--- src/rtl/drd_pkg.sv ---
// Shared types and constants for the detection row decoder.
// Used by drd_front, drd_queue, drd_back and detection_row_decoder.
package drd_pkg;

  localparam int FRAC_BITS   = 16;
  localparam int ONE_FX      = 1 << FRAC_BITS;
  localparam int HEADER_LEN  = 5;
  localparam int MAX_CLASSES = 256;

  localparam int VAL_W   = 32;
  localparam int SCORE_W = FRAC_BITS + 1;
  localparam int CNT_W   = 9;
  localparam int CLS_W   = 8;
  localparam int POS_W   = 9;
  localparam int INV_W   = 25;
  localparam int ORG_W   = 16;
  localparam int PAD_W   = 12;

  localparam int QDEPTH  = 4;
  localparam int QPTR_W  = $clog2(QDEPTH);
  localparam int QCNT_W  = QPTR_W + 1;

  localparam int CFG_IDX_W  = 3;
  localparam int CFG_DATA_W = 25;

  localparam logic [CFG_IDX_W-1:0] REG_CONF_THRESHOLD = 3'd0;
  localparam logic [CFG_IDX_W-1:0] REG_CLASS_COUNT    = 3'd1;
  localparam logic [CFG_IDX_W-1:0] REG_INV_SCALE_X    = 3'd2;
  localparam logic [CFG_IDX_W-1:0] REG_INV_SCALE_Y    = 3'd3;
  localparam logic [CFG_IDX_W-1:0] REG_ROI_ORIGIN_X   = 3'd4;
  localparam logic [CFG_IDX_W-1:0] REG_ROI_ORIGIN_Y   = 3'd5;
  localparam logic [CFG_IDX_W-1:0] REG_PAD_LEFT       = 3'd6;
  localparam logic [CFG_IDX_W-1:0] REG_PAD_TOP        = 3'd7;

  typedef struct packed {
    logic [SCORE_W-1:0] conf_threshold;
    logic [CNT_W-1:0]   class_count;
    logic [INV_W-1:0]   inv_scale_x;
    logic [INV_W-1:0]   inv_scale_y;
    logic [ORG_W-1:0]   roi_origin_x;
    logic [ORG_W-1:0]   roi_origin_y;
    logic [PAD_W-1:0]   pad_left;
    logic [PAD_W-1:0]   pad_top;
  } cfg_t;

  // One finished row with a winning class, waiting for box math
  typedef struct packed {
    logic signed [VAL_W-1:0] center_x;
    logic signed [VAL_W-1:0] center_y;
    logic signed [VAL_W-1:0] box_width;
    logic signed [VAL_W-1:0] box_height;
    logic signed [VAL_W-1:0] objectness;
    logic [SCORE_W-1:0]      best_score;
    logic [CLS_W-1:0]        best_class;
  } job_t;

  typedef struct packed {
    logic full;
    logic empty;
  } q_stat_t;

endpackage

--- src/rtl/drd_front.sv ---
// Front end: takes row words, captures the header and tracks the class argmax.
// Pushes one job per finished row that has a winner. Depends on drd_pkg.
module drd_front (
  input  logic                          clk,
  input  logic                          rst_n,
  input  drd_pkg::cfg_t                 cfg,
  input  logic                          in_valid,
  input  logic                          in_stall,
  input  logic signed [drd_pkg::VAL_W-1:0] in_value,
  input  logic                          in_row_end,
  output logic                          job_push,
  output drd_pkg::job_t                 job
);
  import drd_pkg::*;

  logic [POS_W-1:0]        pos_r, pos_nxt;
  logic signed [VAL_W-1:0] cx_r, cy_r, w_r, h_r, obj_r;
  logic [SCORE_W-1:0]      best_r, best_nxt;
  logic [CLS_W-1:0]        cls_r, cls_nxt;
  logic                    bv_r, bv_nxt;

  logic                    in_acc;
  logic [CNT_W-1:0]        ncls;
  logic [POS_W-1:0]        cls_idx;
  logic [SCORE_W-1:0]      score;
  logic                    in_hdr;
  logic                    upd;
  logic [SCORE_W-1:0]      best_fin;
  logic [CLS_W-1:0]        cls_fin;
  logic                    bv_fin;
  logic                    row_done;
  logic                    hdr_abort;

  always_comb begin
    in_acc = in_valid && !in_stall;
    in_hdr = (pos_r < POS_W'(HEADER_LEN));

    if (cfg.class_count == '0) begin
      ncls = CNT_W'(1);
    end else if (cfg.class_count > CNT_W'(MAX_CLASSES)) begin
      ncls = CNT_W'(MAX_CLASSES);
    end else begin
      ncls = cfg.class_count;
    end

    cls_idx = pos_r - POS_W'(HEADER_LEN);

    // scores above 1.0 clamp to 1.0
    if (in_value > $signed(VAL_W'(ONE_FX))) begin
      score = SCORE_W'(ONE_FX);
    end else begin
      score = in_value[SCORE_W-1:0];
    end

    // ">=" makes the later class win a tie
    upd = in_acc && !in_hdr && !in_value[VAL_W-1] && (!bv_r || score >= best_r);

    best_fin = upd ? score : best_r;
    cls_fin  = upd ? cls_idx[CLS_W-1:0] : cls_r;
    bv_fin   = upd || bv_r;

    row_done  = in_acc && !in_hdr
                && (in_row_end || (CNT_W'(cls_idx) + CNT_W'(1) >= ncls));
    hdr_abort = in_acc && in_hdr && in_row_end;

    pos_nxt  = pos_r;
    best_nxt = best_fin;
    cls_nxt  = cls_fin;
    bv_nxt   = bv_fin;
    if (row_done || hdr_abort) begin
      pos_nxt  = '0;
      best_nxt = '0;
      cls_nxt  = '0;
      bv_nxt   = 1'b0;
    end else if (in_acc) begin
      pos_nxt = pos_r + POS_W'(1);
    end

    job_push        = row_done && bv_fin;
    job.center_x    = cx_r;
    job.center_y    = cy_r;
    job.box_width   = w_r;
    job.box_height  = h_r;
    job.objectness  = obj_r;
    job.best_score  = best_fin;
    job.best_class  = cls_fin;
  end

  always_ff @(posedge clk) begin
    if (!rst_n) begin
      pos_r  <= '0;
      best_r <= '0;
      cls_r  <= '0;
      bv_r   <= 1'b0;
    end else begin
      pos_r  <= pos_nxt;
      best_r <= best_nxt;
      cls_r  <= cls_nxt;
      bv_r   <= bv_nxt;
    end
  end

  // header words, overwritten before each use
  always_ff @(posedge clk) begin
    if (in_acc) begin
      unique case (pos_r)
        POS_W'(0): cx_r  <= in_value;
        POS_W'(1): cy_r  <= in_value;
        POS_W'(2): w_r   <= in_value;
        POS_W'(3): h_r   <= in_value;
        POS_W'(4): obj_r <= in_value;
        default: ;
      endcase
    end
  end

endmodule

--- config.mk ---
export PLATFORM = sky130hd
export DESIGN_NAME = drd_front
export DESIGN_NICKNAME = d
export VERILOG_FILES = /design/src/rtl/drd_pkg.sv /design/src/rtl/drd_front.sv
export SDC_FILE = /design/constraint.sdc
export NUM_CORES = 1
export LEC_CHECK = 0
export BUFFER_PORTS_ARGS = -buffer_cell sky130_fd_sc_hd__buf_4
export CAP_MARGIN = 10
export CORE_ASPECT_RATIO = 1.75
export CORE_MARGIN = 10
export CORE_UTILIZATION = 40
export CTS_CLUSTER_DIAMETER = 50
export DETAILED_ROUTE_END_ITERATION = 12
export PLACE_DENSITY = 0.82
export SYNTH_ARGS = -nofsm -noshare
export SYNTH_HDL_FRONTEND = slang
export SYNTH_SLANG_ARGS = --single-unit
--- constraint.sdc ---
create_clock -name clk -period 4.2 [get_ports clk]
set_input_delay 0.21 -clock clk [delete_from_list [all_inputs] [get_ports clk]]
set_output_delay 0.21 -clock clk [all_outputs]
set_load 0.02 [all_outputs]
==> flow_metrics.env <==
export IMPL_status="complete, no violations"
export IMPL_cts_tree="built"
export IMPL_cts_sinks=195
export IMPL_layout_drive_gt1_share_pct=40.6
export IMPL_rows=67
export IMPL_maxCapViolations=0
export IMPL_grt_overflow_total=0
export IMPL_crit_arrival_ns=3.72
export IMPL_worst_hold_path_type="input pin to flip-flop"
export IMPL_fin_tns_setup_ns=0
export IMPL_synthesis_nets=734
export IMPL_yosysSeqAreaShare_pct=70.8
export IMPL_cp_slowest_stage_delay_ns=0.57
export IMPL_crit_required_ns=3.99
export IMPL_cts_buffers=17
export IMPL_drc=0
export IMPL_grt_start_max_net_pins=36
export IMPL_comb_power_share_pct=6.3
export IMPL_endpoint_kind="output pin"
export IMPL_cp_slowest_cell="dlygate4sd3_1"
export IMPL_crit_path_start_kind="input pin"
export IMPL_fill_cells=1558
export IMPL_ios=355
export IMPL_wl_per_cell_um=20.6
export IMPL_worst_ir_drop_vdd_mv=0.382
export IMPL_grt_pass1_wl_um=31500
export IMPL_grt_pass1_vias=5291
export IMPL_path_buf_inv=4
export IMPL_fin_ws_ns=0.271
export IMPL_port_buffers=231
export IMPL_syn_area_um2=7770
export IMPL_detail_route_antenna_nets=0
export IMPL_die_x_um=125
export IMPL_synth_edf_count=160
export IMPL_nNetsFinal=993
export IMPL_power_density_nw_per_um2=368
export IMPL_cts_setup_buffers=0
export IMPL_initial_core_util_pct=40.7
export IMPL_core_area_um2=19100
export IMPL_insertion_delay_ns=0.43
export IMPL_total_power_mw=3.86
export IMPL_vias_per_cell=5.00
export IMPL_grt_usage_pct=16.0
export IMPL_hold_ws_ns=0.0184
export IMPL_gp_congestion=0.818
export IMPL_num_vias=5221
export IMPL_clkPwrFrac_pct=38.8
export IMPL_tightestPinTransition_ns=0.943
export IMPL_ys_ff_latch=195
export IMPL_p_sw_share_pct=22.7
export IMPL_worstSetupPathType="input pin to output pin"
export IMPL_root_buffer="clkbuf_16"
export IMPL_skew_ns=0.0150
export IMPL_synth_top_cell_area_share_pct=61.8
export IMPL_htree_num_levels=4
export IMPL_clockBufferDepth=2
export IMPL_fin_util_pct=54.9
export IMPL_drv_slew=0
export IMPL_crit_family="simple AND/OR/NAND/NOR gates"
export IMPL_cp_common_cell="buf_4"
export IMPL_yosys_warnings=0
export IMPL_synth_distinct_cells=53
export IMPL_synth_common_cells="edfxtp_1, nand2_1, dfxtp_1, ha_1, nand3_1"
export IMPL_dieArea_um2=25600
export IMPL_cp_cell_sequence="dlygate4sd3_1, buf_4, nor4_2, and4_1, a21o_4, and2_2, ha_1, a41oi_1, o21ai_0, nor3_2, a21o_1, buf_4, nand3_1, nand2_1, buf_4"
export IMPL_synthToLayoutAreaGrowth_pct=35.1
export IMPL_p_sw_mw=0.875
export IMPL_hold_viol_final=0
export IMPL_achievable_frequency_ghz=0.255
export IMPL_antenna_found_initial=1
export IMPL_synthTopCellsByArea="edfxtp_1, dfxtp_1, ha_1, nand3_1, nand2_1"
export IMPL_die_y_um=204
export IMPL_netlist_instances=531
export IMPL_yosysMostFrequentCell="edfxtp_1"
export IMPL_ys_flop_type="edfxtp_1"
export IMPL_drt_iter0_markers=455
export IMPL_wirelength_um=21500
export IMPL_setup_viol=0
export IMPL_pre_cts_slack_ns=0.351
export IMPL_slew_headroom_pct=37.2
export IMPL_period_share_pct=93.5
export IMPL_worstPathMaxFanout=18
export IMPL_power_frac_seq_pct=54.9
export IMPL_p_leak_nw=4.09
export IMPL_path_clk_slew_ns=0.07
export IMPL_first_pass_iters=5
export IMPL_min_period_ns=3.93
export IMPL_intPower_mw=2.99
export IMPL_ys_async_sr_fraction_pct=0
export IMPL_syn_avg_cell_area_um2=14.6
export IMPL_synth_area_leader_cell="edfxtp_1"
export IMPL_hpwl_um=15700
[placed cells by master (no fill, tap or decap), types with 4 or more instances in the layout]
master,instances
buf_4,246
edfxtp_1,160
nand2_1,41
dfxtp_1,35
ha_1,34
nand3_1,32
inv_1,28
nor2_1,28
a21oi_1,24
clkbuf_16,17
xnor2_1,16
dlygate4sd3_1,11
and2_2,10
a21oi_2,9
and2_4,8
nand3_2,7
a211oi_1,6
o21ai_0,6
nor4_1,5
nand4_1,5
nor3_1,4
nor2b_1,4
xor2_1,4
[registers in the layout, summed over array words and instances, names as in the netlist]
name    count
w_r        32
cx_r       32
obj_r      32
best_r     17
cy_r       32
bv_r        1
pos_r       9
h_r        32
cls_r       8
[metal layers]
layer / part of all wire (%) / global-route usage, % / vias to the layer above
met2: 52 / 27.8 / 196
met5: 0 / 0 / -
met1: 39 / 17.8 / 2523
met4: 2.6 / 6.69 / 0
li1: - / - / 2472
met3: 6.6 / 4.99 / 30
[repair_timing]
item                                   4_1_cts  5_1_grt
endpoints found under the hold margin       35       11
setup endpoints to repair                    0       26
hold buffers                                 7        4
gates resized for setup                      0        5
[power by group through the flow]
| stage | sequential (mW) | combinational (mW) | clock (mW) |
|---|---|---|---|
| finish | 2.12 | 0.242 | 1.50 |
| global route | 2.12 | 0.264 | 1.62 |
| CTS | 2.12 | 0.240 | 1.53 |
| detailed placement | 2.16 | 0.234 | 0 |
| global placement | 2.16 | 0.228 | 0 |
| floorplan | 2.19 | 0.0803 | 0 |
[final cells by class]
cell class | count | area [µm²] | area share, %
Clock buffer | 17 | 425 | 4.05
Tap cell | 241 | 302 | 2.87
Inverter | 30 | 113 | 1.07
Antenna cell | 1 | 2.50 | 0.0238
Clock inverter | 14 | 121 | 1.16
Timing Repair Buffer | 258 | 1980 | 18.8
Multi-Input combinational cell | 288 | 2050 | 19.6
Sequential cell | 195 | 5510 | 52.4
[through the flow]
stage               area (µm²)  std cells
detailed placement        9820       1001
CTS                      10400       1039
global placement          9820       1001
floorplan                 7770        531
global route             10500       1044
finish                   10500       1044
[cells by family (layout without fill, tap and decap cells)]
kind of cell	Yosys count	count (layout)	share of synthesized area, %
flops	195	195	70.8
simple gates	167	167	12.0
compound gates	67	67	6.23
buf+inv	48	319	3.22
fa+ha+maj	34	34	5.47
xor+xnor	20	20	2.25
other cells	0	1	0
[worst paths after layout]
check                                   from    endpoint  slack [ns]  cells after the start
worst max-delay path            in_value[23]      job[9]        0.27                     15
worst min-delay path             in_value[8]    obj_r[8]        0.02                      1
worst max register to register      pos_r[2]  best_r[16]        0.78                     15
worst min register to register      cls_r[2]    cls_r[2]        0.48                      2
Power figures use the tool's default switching activity.
