[src/rtl/drd_pkg.sv]
// Shared types and constants for the detection row decoder.
// Used by drd_front, drd_queue, drd_back and detection_row_decoder.
package drd_pkg;

  localparam int FRAC_BITS   = 16;
  localparam int ONE_FX      = 1 << FRAC_BITS;
  localparam int HEADER_LEN  = 5;
  localparam int MAX_CLASSES = 256;

  localparam int VAL_W   = 32;
  localparam int SCORE_W = FRAC_BITS + 1;
  localparam int CNT_W   = 9;
  localparam int CLS_W   = 8;
  localparam int POS_W   = 9;
  localparam int INV_W   = 25;
  localparam int ORG_W   = 16;
  localparam int PAD_W   = 12;

  localparam int QDEPTH  = 4;
  localparam int QPTR_W  = $clog2(QDEPTH);
  localparam int QCNT_W  = QPTR_W + 1;

  localparam int CFG_IDX_W  = 3;
  localparam int CFG_DATA_W = 25;

  localparam logic [CFG_IDX_W-1:0] REG_CONF_THRESHOLD = 3'd0;
  localparam logic [CFG_IDX_W-1:0] REG_CLASS_COUNT    = 3'd1;
  localparam logic [CFG_IDX_W-1:0] REG_INV_SCALE_X    = 3'd2;
  localparam logic [CFG_IDX_W-1:0] REG_INV_SCALE_Y    = 3'd3;
  localparam logic [CFG_IDX_W-1:0] REG_ROI_ORIGIN_X   = 3'd4;
  localparam logic [CFG_IDX_W-1:0] REG_ROI_ORIGIN_Y   = 3'd5;
  localparam logic [CFG_IDX_W-1:0] REG_PAD_LEFT       = 3'd6;
  localparam logic [CFG_IDX_W-1:0] REG_PAD_TOP        = 3'd7;

  typedef struct packed {
    logic [SCORE_W-1:0] conf_threshold;
    logic [CNT_W-1:0]   class_count;
    logic [INV_W-1:0]   inv_scale_x;
    logic [INV_W-1:0]   inv_scale_y;
    logic [ORG_W-1:0]   roi_origin_x;
    logic [ORG_W-1:0]   roi_origin_y;
    logic [PAD_W-1:0]   pad_left;
    logic [PAD_W-1:0]   pad_top;
  } cfg_t;

  // One finished row with a winning class, waiting for box math
  typedef struct packed {
    logic signed [VAL_W-1:0] center_x;
    logic signed [VAL_W-1:0] center_y;
    logic signed [VAL_W-1:0] box_width;
    logic signed [VAL_W-1:0] box_height;
    logic signed [VAL_W-1:0] objectness;
    logic [SCORE_W-1:0]      best_score;
    logic [CLS_W-1:0]        best_class;
  } job_t;

  typedef struct packed {
    logic full;
    logic empty;
  } q_stat_t;

endpackage

[src/rtl/drd_queue.sv]
// Small job queue between the front and back ends.
// Holds drd_pkg::job_t words; depth from drd_pkg::QDEPTH.
module drd_queue (
  input  logic            clk,
  input  logic            rst_n,
  input  logic            push,
  input  drd_pkg::job_t   job_in,
  input  logic            pop,
  output drd_pkg::job_t   job_out,
  output drd_pkg::q_stat_t stat
);
  import drd_pkg::*;

  job_t              mem [QDEPTH];
  logic [QPTR_W-1:0] wr_r, wr_nxt;
  logic [QPTR_W-1:0] rd_r, rd_nxt;
  logic [QCNT_W-1:0] cnt_r, cnt_nxt;
  logic              do_push, do_pop;

  always_comb begin
    stat.full  = (cnt_r == QCNT_W'(QDEPTH));
    stat.empty = (cnt_r == '0);
    do_push    = push && !stat.full;
    do_pop     = pop && !stat.empty;
    wr_nxt     = do_push ? wr_r + QPTR_W'(1) : wr_r;
    rd_nxt     = do_pop ? rd_r + QPTR_W'(1) : rd_r;
    cnt_nxt    = cnt_r + QCNT_W'(do_push) - QCNT_W'(do_pop);
    job_out    = mem[rd_r];
  end

  always_ff @(posedge clk) begin
    if (!rst_n) begin
      wr_r  <= '0;
      rd_r  <= '0;
      cnt_r <= '0;
    end else begin
      wr_r  <= wr_nxt;
      rd_r  <= rd_nxt;
      cnt_r <= cnt_nxt;
    end
  end

  always_ff @(posedge clk) begin
    if (do_push) begin
      mem[wr_r] <= job_in;
    end
  end

endmodule

[config.mk]
export PLATFORM = sky130hd
export DESIGN_NAME = drd_queue
export DESIGN_NICKNAME = d
export VERILOG_FILES = /design/src/rtl/drd_pkg.sv /design/src/rtl/drd_queue.sv
export SDC_FILE = /design/constraint.sdc
export NUM_CORES = 1
export LEC_CHECK = 0
export BUFFER_PORTS_ARGS = -buffer_cell sky130_fd_sc_hd__buf_2
export CORE_MARGIN = 4
export CORE_UTILIZATION = 30
export DETAILED_ROUTE_END_ITERATION = 10
export PLACE_DENSITY_LB_ADDON = 0.2
export SLEW_MARGIN = 20
export SYNTH_ARGS = -nofsm -noshare
export SYNTH_HDL_FRONTEND = slang
export SYNTH_SLANG_ARGS = --single-unit
[constraint.sdc]
create_clock -name clk -period 12.6 [get_ports clk]
set_input_delay 1.26 -clock clk [delete_from_list [all_inputs] [get_ports clk]]
set_output_delay 1.26 -clock clk [all_outputs]
set_load 0.1 [all_outputs]
==> results.txt <==
----------------------------------------------------
[Worst setup path]
  Required time at the endpoint of the critical path ... 11.34 ns
  Critical-path maximum fanout ... 43
  Setup CP Type ... flop to primary output
  Endpoint arrival time on the critical path ... 4.15 ns
  Crit start category ... flop
  Endpoint type of the worst setup path ... primary output

[Yosys]
  Synth Cell Area ... 27200 um2
  Mux contribution to synthesized area ... 15.4%
  Mapped Nets ... 1214
  Proportion of netlist area held by the largest area contributor ... 81.8%
  Leading area contributor after synthesis ... sky130_fd_sc_hd__edfxtp_1
  Adder-cell area share of the yosys netlist ... 0.350%
  Largest family of logic cells by synthesized area ... multiplexers
  Parity-gate share of the synthesized area counting xor and xnor cells ... 0.0644%
  Number of instances in the synthesized netlist ... 1018
  Seq cells post-synth ... 749
  Post-synthesis cell type count ... 20
  Simple-gate share of the synthesized area ... 0.400%
  Share of synthesized area occupied by flip-flops and latches ... 82.4%
  Number of synthesis warnings ... 0
  Average cell area after synthesis ... 26.7 um2
  Area fraction in compound gates after synthesis ... 0.0829%
  Ranking of synthesized cells by area ... sky130_fd_sc_hd__edfxtp_1, sky130_fd_sc_hd__mux4_2, sky130_fd_sc_hd__buf_6, sky130_fd_sc_hd__dfxtp_1, sky130_fd_sc_hd__buf_2

[CTS]
  Setup fix buffers added after clock tree synthesis ... 0
  Clock root cell ... sky130_fd_sc_hd__clkbuf_16
  Clock transition at the registers of the reported paths ... 0.06 ns
  Clock Tree Buf Depth ... 3
  CTS sink cnt ... 749
  Cts-stage hold buffer count ... 0
  TritonCTS clock tree ... built
  Number of buffers created by CTS ... 81
  Post-CTS resize count ... 0
  Clock latency on the worst-skew pair ... 0.65 ns
  Number of H-tree levels ... 3

[Power]
  Power share of the sequential group ... 36.8%
  Combinational power share ... 35.5%
  Sw power ... 3.46 mW
  Part of the total power dissipated in the clock network ... 27.7%
  Worst-case vdd ir drop ... 0.000233 V
  P_int ... 5.00 mW
  Switching portion of total power ... 40.9%
  Total power per unit cell area ... 256 nW/um2
  Leakage power total ... 10.8 nW

[Timing]
  Slew headroom ... 35.7%
  Sum of negative setup slack ... 0 ns
  Pins Over Slew Limit ... 0
  Final Critical Period ... 5.41 ns
  Peak clock frequency supported by timing ... 0.185 GHz
  Worst setup skew after layout ... 0.0221 ns
  Final Cycle Share ... 43.0%
  Number of endpoints with negative hold slack in the final report ... 0
  RSZ-0062 raised after global routing ... no
  WHS ... 0.502 ns
  Worst-Margin Slew ... 0.964 ns
  Finish-stage setup viols ... 0

[Global route]
  Aggregate global routing overflow ... 0
  First-pass GRT wire length ... 86600 um
  Gr usage total ... 12.2%
  Antenna violations before repair ... 21
  Maximum number of pins on one net before global-route repair ... 61
  Via count of the first global-routing pass ... 13.2k

[Route]
  Vias per cell ... 4.46
  Overall routed net length ... 58800 um
  Vias ... 12.1k
  Average wire per cell in the routed design ... 21.7 um
  Drt pass-1 iters ... 6
  Antenna violation net count after detailed routing ... 0
  Initial DRC Count ... 773
  DRC violations left ... 0

[Job]
  Max Cap Violations ... 0

[Die]
  Area of the die ... 95500 um2
  Chip Width ... 309 um
  Starting density of the core ... 30.2%
  Core Region ... 90000 um2
  Die H ... 309 um
  Number of ports placed on the die boundary ... 376
  Row Count ... 110

[Cells and area]
  Final design area excluding fillers ... 33100 um2
  Number of fill cells ... 8339
  Synth-to-Final Area Change ... 21.7%
  Storage cell area ... 22400 um2
  Combined area of the multi-input logic cells ... 4440 um2
  Layout Utilization ... 36.7%
  Nets ... 1647
  Fraction of final layout cells with drive strength greater than 1 ... 45.9%

[Place]
  Input/output buffers ... 375
  Placer congestion estimate ... 0.724
  HPWL Detailed ... 35600 um
  Area after DPL ... 30400 um2

[Worst hold path]
  Hold Crit Class ... flop to flop

[Outcome]
  Result of the run ... complete, no violations

----------------------------------------------------
-- Yosys cell counts --
| library cell | instances |
|---|---|
| sky130_fd_sc_hd__edfxtp_1 | 740 |
| sky130_fd_sc_hd__mux4_2 | 185 |
| sky130_fd_sc_hd__buf_2 | 20 |
| sky130_fd_sc_hd__buf_6 | 18 |
| sky130_fd_sc_hd__dfxtp_1 | 9 |
| sky130_fd_sc_hd__and2_1 | 7 |
| sky130_fd_sc_hd__clkbuf_1 | 6 |
| sky130_fd_sc_hd__ha_1 | 6 |
| sky130_fd_sc_hd__inv_1 | 6 |
| sky130_fd_sc_hd__nand2_1 | 6 |
| sky130_fd_sc_hd__o21ai_0 | 3 |
| sky130_fd_sc_hd__mux2i_1 | 2 |
| sky130_fd_sc_hd__nor2b_1 | 2 |
| sky130_fd_sc_hd__xnor2_1 | 2 |
| sky130_fd_sc_hd__a21boi_0 | 1 |
| sky130_fd_sc_hd__fa_1 | 1 |
| sky130_fd_sc_hd__nor3_1 | 1 |
| sky130_fd_sc_hd__nor3b_1 | 1 |
| sky130_fd_sc_hd__or3_1 | 1 |
| sky130_fd_sc_hd__or4bb_1 | 1 |
-- logic make-up (layout without fill, tap and decap cells) --
group	count (synthesis)	after routing
adders and majority gates	7	7
and+or+nand+nor	19	19
buffers and inverters	50	550
other	0	17
AOI/OAI and AO/OA	4	4
DFF	749	749
xor gates and xnor gates	2	2
muxes	187	187
-- power groups by stage --
| stage | registers, mW | logic, mW | clock network [mW] |
|---|---|---|---|
| floorplan | 3.16 | 2.59 | 0 |
| global placement | 3.16 | 3.05 | 0 |
| detailed placement | 3.17 | 3.06 | 0 |
| CTS | 3.12 | 3.06 | 2.43 |
| global route | 3.14 | 3.12 | 2.55 |
| finish | 3.11 | 3.00 | 2.35 |
-- state kept, by name (all words and copies together) (netlist names), named ones only --
signal and count:
mem 740, rd_r 2, wr_r 2, cnt_r 3
-- layout make-up --
type	instances	area share, %
multi-input combinational	219	13.4
clock buffer	100	6.40
tap	1176	4.45
antenna	17	0.129
inverter	6	0.0681
timing repair buffer	394	6.11
sequential	749	67.8
clock inverter	50	1.66
-- stage by stage --
stage	std cells	setup WS [ns]	total power, mW
5_1_grt	2696	6.64	8.80
6_report	2711	7.19	8.46
2_1_floorplan	1018	6.16	5.75
3_3_place_gp	2544	7.53	6.22
3_5_place_dp	2544	7.53	6.23
4_1_cts	2694	6.81	8.62
-- worst paths after layout --
| check | startpoint | endpoint | slack (ns) | cells past startpoint |
|---|---|---|---|---|
| worst max-delay path | flop | job_out[121] | 7.19 | 4 |
| worst min-delay path | rd_r[0]$_SDFFE_PN0P_ | flop | 0.50 | 2 |
| worst max register to register | cnt_r[2]$_SDFF_PN0_ | mem[3][167]$_DFFE_PP_ | 9.02 | 5 |
| worst min register to register | rd_r[0]$_SDFFE_PN0P_ | flop | 0.50 | 2 |
-- routing by layer --
layer	up-vias	part of all wire (%)	GRT usage (%)
met1	6327	41	15.4
met3	91	8.4	4.64
met2	333	48	19.6
met5	-	0.19	0
met4	18	1.9	3.69
li1	5315	-	-
-- cells in the final DEF, fill, tap and decap left out --
cell / n
sky130_fd_sc_hd__or3_1: 1
sky130_fd_sc_hd__nor2b_1: 2
sky130_fd_sc_hd__clkinvlp_4: 1
sky130_fd_sc_hd__and2_4: 4
sky130_fd_sc_hd__mux2i_1: 2
sky130_fd_sc_hd__clkinv_8: 3
sky130_fd_sc_hd__buf_4: 19
sky130_fd_sc_hd__diode_2: 17
sky130_fd_sc_hd__dfxtp_4: 2
sky130_fd_sc_hd__clkinv_4: 1
sky130_fd_sc_hd__edfxtp_1: 740
sky130_fd_sc_hd__bufinv_16: 9
sky130_fd_sc_hd__inv_4: 1
sky130_fd_sc_hd__buf_2: 375
sky130_fd_sc_hd__inv_6: 1
sky130_fd_sc_hd__clkinv_1: 21
sky130_fd_sc_hd__or4bb_1: 1
sky130_fd_sc_hd__fa_1: 1
sky130_fd_sc_hd__inv_1: 6
sky130_fd_sc_hd__clkbuf_8: 2
sky130_fd_sc_hd__a21boi_0: 1
sky130_fd_sc_hd__ha_1: 6
sky130_fd_sc_hd__mux4_2: 185
sky130_fd_sc_hd__nor3b_1: 1
sky130_fd_sc_hd__dfxtp_1: 7
sky130_fd_sc_hd__and2_1: 3
sky130_fd_sc_hd__nand2_1: 6
sky130_fd_sc_hd__clkbuf_16: 81
sky130_fd_sc_hd__o21ai_0: 3
sky130_fd_sc_hd__inv_16: 2
sky130_fd_sc_hd__clkbuf_1: 17
sky130_fd_sc_hd__clkinv_16: 1
sky130_fd_sc_hd__clkinv_2: 10
sky130_fd_sc_hd__xnor2_1: 2
sky130_fd_sc_hd__nor3_1: 1
-- worst max-delay path: stages, from the launching register on --
cell and delay (ns):
sky130_fd_sc_hd__dfxtp_4 0.95, sky130_fd_sc_hd__buf_4 0.81, sky130_fd_sc_hd__buf_4 0.76, sky130_fd_sc_hd__mux4_2 0.59, sky130_fd_sc_hd__buf_2 0.31
No activity file was read; power rests on OpenSTA's default activity.
